===== config.mk =====
export PLATFORM = sky130hd
export DESIGN_NAME = iht_valid_mem
export DESIGN_NICKNAME = d
export VERILOG_FILES = /design/src/id_to_endpoint_hash_table_assert.svh /design/src/iht_pkg.sv /design/src/iht_valid_mem.sv
export SDC_FILE = /design/constraint.sdc
export NUM_CORES = 1
export LEC_CHECK = 0
export CAP_MARGIN = 20
export CELL_PAD_IN_SITES_DETAIL_PLACEMENT = 0
export CELL_PAD_IN_SITES_GLOBAL_PLACEMENT = 2
export CORE_MARGIN = 5
export CORE_UTILIZATION = 45
export CTS_CLUSTER_DIAMETER = 100
export CTS_CLUSTER_SIZE = 8
export DETAILED_ROUTE_END_ITERATION = 6
export DONT_BUFFER_PORTS = 1
export GPL_ROUTABILITY_DRIVEN = 0
export PLACE_DENSITY_LB_ADDON = 0.1
export SLEW_MARGIN = 20
export SYNTH_ARGS = -nofsm -noshare
export SYNTH_HDL_FRONTEND = slang
export SYNTH_SLANG_ARGS = --single-unit
export TNS_END_PERCENT = 50

===== constraint.sdc =====
create_clock -name clk_i -period 3.05 [get_ports clk_i]
set_input_delay 0.4575 -clock clk_i [delete_from_list [all_inputs] [get_ports clk_i]]
set_output_delay 0.4575 -clock clk_i [all_outputs]
set_load 0.05 [all_outputs]

===== src/id_to_endpoint_hash_table_assert.svh =====
// Assertion macros for the ID to endpoint hash table.
// Used inside modules that declare clk_i and rst_ni; no other dependencies.
`ifndef ID_TO_ENDPOINT_HASH_TABLE_ASSERT_SVH
`define ID_TO_ENDPOINT_HASH_TABLE_ASSERT_SVH

// Same-cycle implication, disabled while in reset
`define IHT_ASSERT_NOW(label, ant, cons) \
  label: assert property (@(posedge clk_i) disable iff (!rst_ni) (ant) |-> (cons)) \
    else $error("iht assertion failed");

// Next-cycle implication, disabled while in reset
`define IHT_ASSERT_NEXT(label, ant, cons) \
  label: assert property (@(posedge clk_i) disable iff (!rst_ni) (ant) |=> (cons)) \
    else $error("iht assertion failed");

`endif


===== src/iht_pkg.sv =====
// Package for the ID to endpoint hash table: codes, widths, sequencer states.
// No dependencies.
`timescale 1ns / 1ps

package iht_pkg;

  localparam int unsigned NUM_BUCKETS_DEF = 256;
  localparam int unsigned WAYS_DEF        = 4;
  localparam int unsigned WORD_W          = 64;
  localparam int unsigned ENTRY_W         = 4 * WORD_W;

  typedef enum logic [1:0] {
    OP_INSERT = 2'd0,
    OP_LOOKUP = 2'd1,
    OP_REMOVE = 2'd2
  } op_e;

  typedef enum logic [1:0] {
    STAT_OK   = 2'd0,
    STAT_MISS = 2'd1,
    STAT_FULL = 2'd2
  } status_e;

  typedef enum logic [2:0] {
    S_CLEAR,
    S_IDLE,
    S_PROBE,
    S_EXEC,
    S_DONE
  } state_e;

  // entry store strobes
  typedef struct packed {
    logic key_rd;
    logic val_rd;
    logic wr;
  } emem_ctrl_t;

  // valid row store strobes
  typedef struct packed {
    logic rd;
    logic wr;
  } vmem_ctrl_t;

endpackage


===== src/iht_valid_mem.sv =====
// Valid-bit store: one row of WAYS bits per bucket, registered read.
// Depends on iht_pkg.
`timescale 1ns / 1ps

module iht_valid_mem #(
  parameter int unsigned NUM_BUCKETS = iht_pkg::NUM_BUCKETS_DEF,
  parameter int unsigned WAYS        = iht_pkg::WAYS_DEF,
  localparam int unsigned BW         = $clog2(NUM_BUCKETS)
) (
  input  logic               clk_i,
  input  iht_pkg::vmem_ctrl_t ctrl_i,
  input  logic [BW-1:0]      rd_addr_i,
  input  logic [BW-1:0]      wr_addr_i,
  input  logic [WAYS-1:0]    wr_data_i,
  output logic [WAYS-1:0]    rd_data_o
);
  import iht_pkg::*;

  logic [WAYS-1:0] mem [NUM_BUCKETS];
  logic [WAYS-1:0] rd_data_q;

  always_ff @(posedge clk_i) begin
    if (ctrl_i.wr) begin
      mem[wr_addr_i] <= wr_data_i;
    end
  end

  always_ff @(posedge clk_i) begin
    if (ctrl_i.rd) begin
      rd_data_q <= mem[rd_addr_i];
    end
  end

  assign rd_data_o = rd_data_q;

endmodule


==> reports/results.tsv <==
metric	value	unit
timing.rr.end	rd_data_o[1]$_DFFE_PP_	
p_switching	6.02	mW
track_usage	0.211	
cts_tree	built	
rows	110	
max_freq	387	MHz
cp_cell_sequence	mux4_2 -> nor2b_1 -> a211oi_1 -> a2111oi_0 -> nor4_1 -> o211ai_1	
maxCapViolations	0	
r2r_slack	0.47	ns
ys_types	41	
async_flop_share	0	
synthMostInstantiatedCell	edfxtp_1	
post-dp-hpwl	56300	µm
vdd_drop_max	0.565	mV
hold_class	in2reg	
io_pins	27	
grt_pass1_vias	20785	
stdcell_area	0.0460	mm²
drc	0	
critPathBufInv	0	
ys_seq_area_frac	0.758	
synthTopCellsByArea	edfxtp_1, mux4_2, nor2_1	
required	3.48	ns
crit_end	rd_data_o[1]$_DFFE_PP_	
ys_ff_latch	1028	
viasPerCell	6.01	
die_h	311	µm
wl_per_cell	31.1	µm
cp_slowest_cell	nor4_1	
ys_warn_count	0	
fillers	7131	
startpoint	mem[177][1]$_DFFE_PP_	
p_leak	14.1	nW
grt_overflow	0	
synth-edff-count	1028	
root_buffer	clkbuf_16	
initial_core_util	0.453	
powerDensity	673	mW/mm²
first_pass_iters	5	
dp.cells	3149	
netlist_instances	2051	
internal_power	24.9	mW
syn_nets	2074	
arrival	3.02	ns
clkTransAtPathRegs	0.05	ns
critPathLaunchType	register	
netlist_area	0.0407	mm²
multiInputGateArea	0.00915	mm²
die_w	311	µm
syn2layout_area_growth	13.0	%
cts.repair.resized	0	
drive_above_1_share	0.222	
whs	-0.130	ns
ant_nets	0	
reg2reg_from	mem[177][1]$_DFFE_PP_	
swShare	0.194	
p_clk_frac	0.462	
slew_headroom	0.366	
io_buffers	0	
fin_skew	0.0183	ns
drt-initial-drc-count	1696	
layout.nets	2151	
cpPeakStageDelay	0.62	ns
htreeDepth	4	
num_vias	19931	
grt_pass1_wl	148000	µm
cts.sink_count	1028	
violations	hold timing	
cp_max_fo	1	
fin_crit_sh	0.847	
clk-insertion-delay-late	0.71	ns
fin_util	0.512	
grt_antenna_before_repair	8	
slew_violations	0	
crit_type	reg2reg	
cp_top_family	simple AND/OR/NAND/NOR gates	
power_frac_seq	0.506	
path_depth	6	
status	finished with violations	
grt_max_degree	276	
cts_buffer_depth	3	
setup_viol	0	
period_needed	2.58	ns
end_kind	register	
stdcell_count	3315	
worstMarginPinSlew	0.949	ns
setup_tns	0	ns
numCtsBuffers	146	
hold_viol_final	89	
synth_common_cells	edfxtp_1, nor2_1, mux4_2	
rsz0062_at_grt	no	
routed_wl	103000	µm
core	0.0899	mm²
r2r_cells	6	
yosys.area.top_type_share	0.758	
synth_top_area_cell	edfxtp_1	
ys.flop_type	edfxtp_1	
dpl-instance-area	0.0419	mm²
comb_power_share	0.032	
seqCellArea	0.0309	mm²
synth_area_per_cell	19.9	µm²
die_area	0.0966	mm²
[stage by stage]
step                      total power [mW]  setup slack (ns)  hold slack, ns
after global placement                16.8            0.0995           0.572
after detailed placement              16.8            0.0970           0.572
final                                 31.0             0.466          -0.130
after floorplan                       16.7             0.527           0.556
after global routing                  31.9             0.489          -0.176
after CTS                             31.1             0.461          -0.183
[power by group through the flow]
stage,combinational (mW),clock [mW],sequential (mW)
CTS,0.868,14.6,15.7
floorplan,0.800,0,15.9
global placement,0.863,0,15.9
global route,1.06,15.2,15.6
detailed placement,0.863,0,15.9
finish,1.00,14.3,15.7
[sequential cells by signal, indices dropped and copies added, names as in the netlist]
name,flops
mem,1024
rd_data_o,4
[repair_timing]
item / CTS / global route
endpoints found under the hold margin: 1028 / 508
hold buffers: 1 / 6
buffers inserted: 0 / 0
[routing by layer]
metal	vias up	GRT usage	share of wire
met5	-	0	0.00032
met4	4	0.0630	0.026
met3	174	0.0533	0.071
met2	702	0.337	0.48
met1	10584	0.292	0.42
li1	8467	-	-
[how the worst min path moves through the flow]
| stage | startpoint | depth (start not counted) | slack (ns) | to |
|---|---|---|---|---|
| after global placement | ctrl_i[1] | 0 | 0.57 | rd_data_o[1]$_DFFE_PP_ |
| after global routing | wr_data_i[1] | 0 | -0.18 | mem[218][1]$_DFFE_PP_ |
| after CTS | wr_data_i[1] | 0 | -0.18 | mem[218][1]$_DFFE_PP_ |
| after detailed placement | ctrl_i[1] | 0 | 0.57 | rd_data_o[1]$_DFFE_PP_ |
| final | wr_data_i[1] | 0 | -0.13 | mem[218][1]$_DFFE_PP_ |
| after floorplan | wr_data_i[0] | 0 | 0.56 | mem[0][0]$_DFFE_PP_ |
[cells in the final DEF (no fill, tap or decap), types with 7 or more instances in the layout]
cell       count
edfxtp_1    1028
nor2_1       275
mux4_2       250
clkbuf_16    154
mux2i_1       65
nand2_1       55
buf_4         46
nand3_1       39
a22oi_1       32
nor2b_1       26
o21ai_0       16
nand4_1       15
a21oi_1       13
o211ai_1      13
nand2b_1      12
o22ai_1       10
a221oi_1       8
o221ai_1       8
nor3_1         7
a211oi_1       7
a2111oi_0      7
[cell type report]
class / instances / area share
repair buffers: 57 / 0.0129
inverters: 2 / 0.000163
clock buffers: 154 / 0.0838
clock inverters: 4 / 0.00139
diodes: 1 / 0.0000544
well taps: 1176 / 0.0320
flip-flops and latches: 1028 / 0.671
multi-input cells: 893 / 0.199
[logic make-up after synthesis]
kind of cell	after synthesis	share of synthesized area
compound gates	125	0.0215
buf+inv	130	0.0171
flops	1028	0.758
mux	321	0.156
simple gates	447	0.0473
[worst register-to-register path, stage by stage, from the launching register on]
cell,delay (ns)
edfxtp_1,0.37
mux4_2,0.45
nor2b_1,0.14
a211oi_1,0.36
a2111oi_0,0.19
nor4_1,0.62
o211ai_1,0.18
No activity file was read; power rests on OpenSTA's default activity.
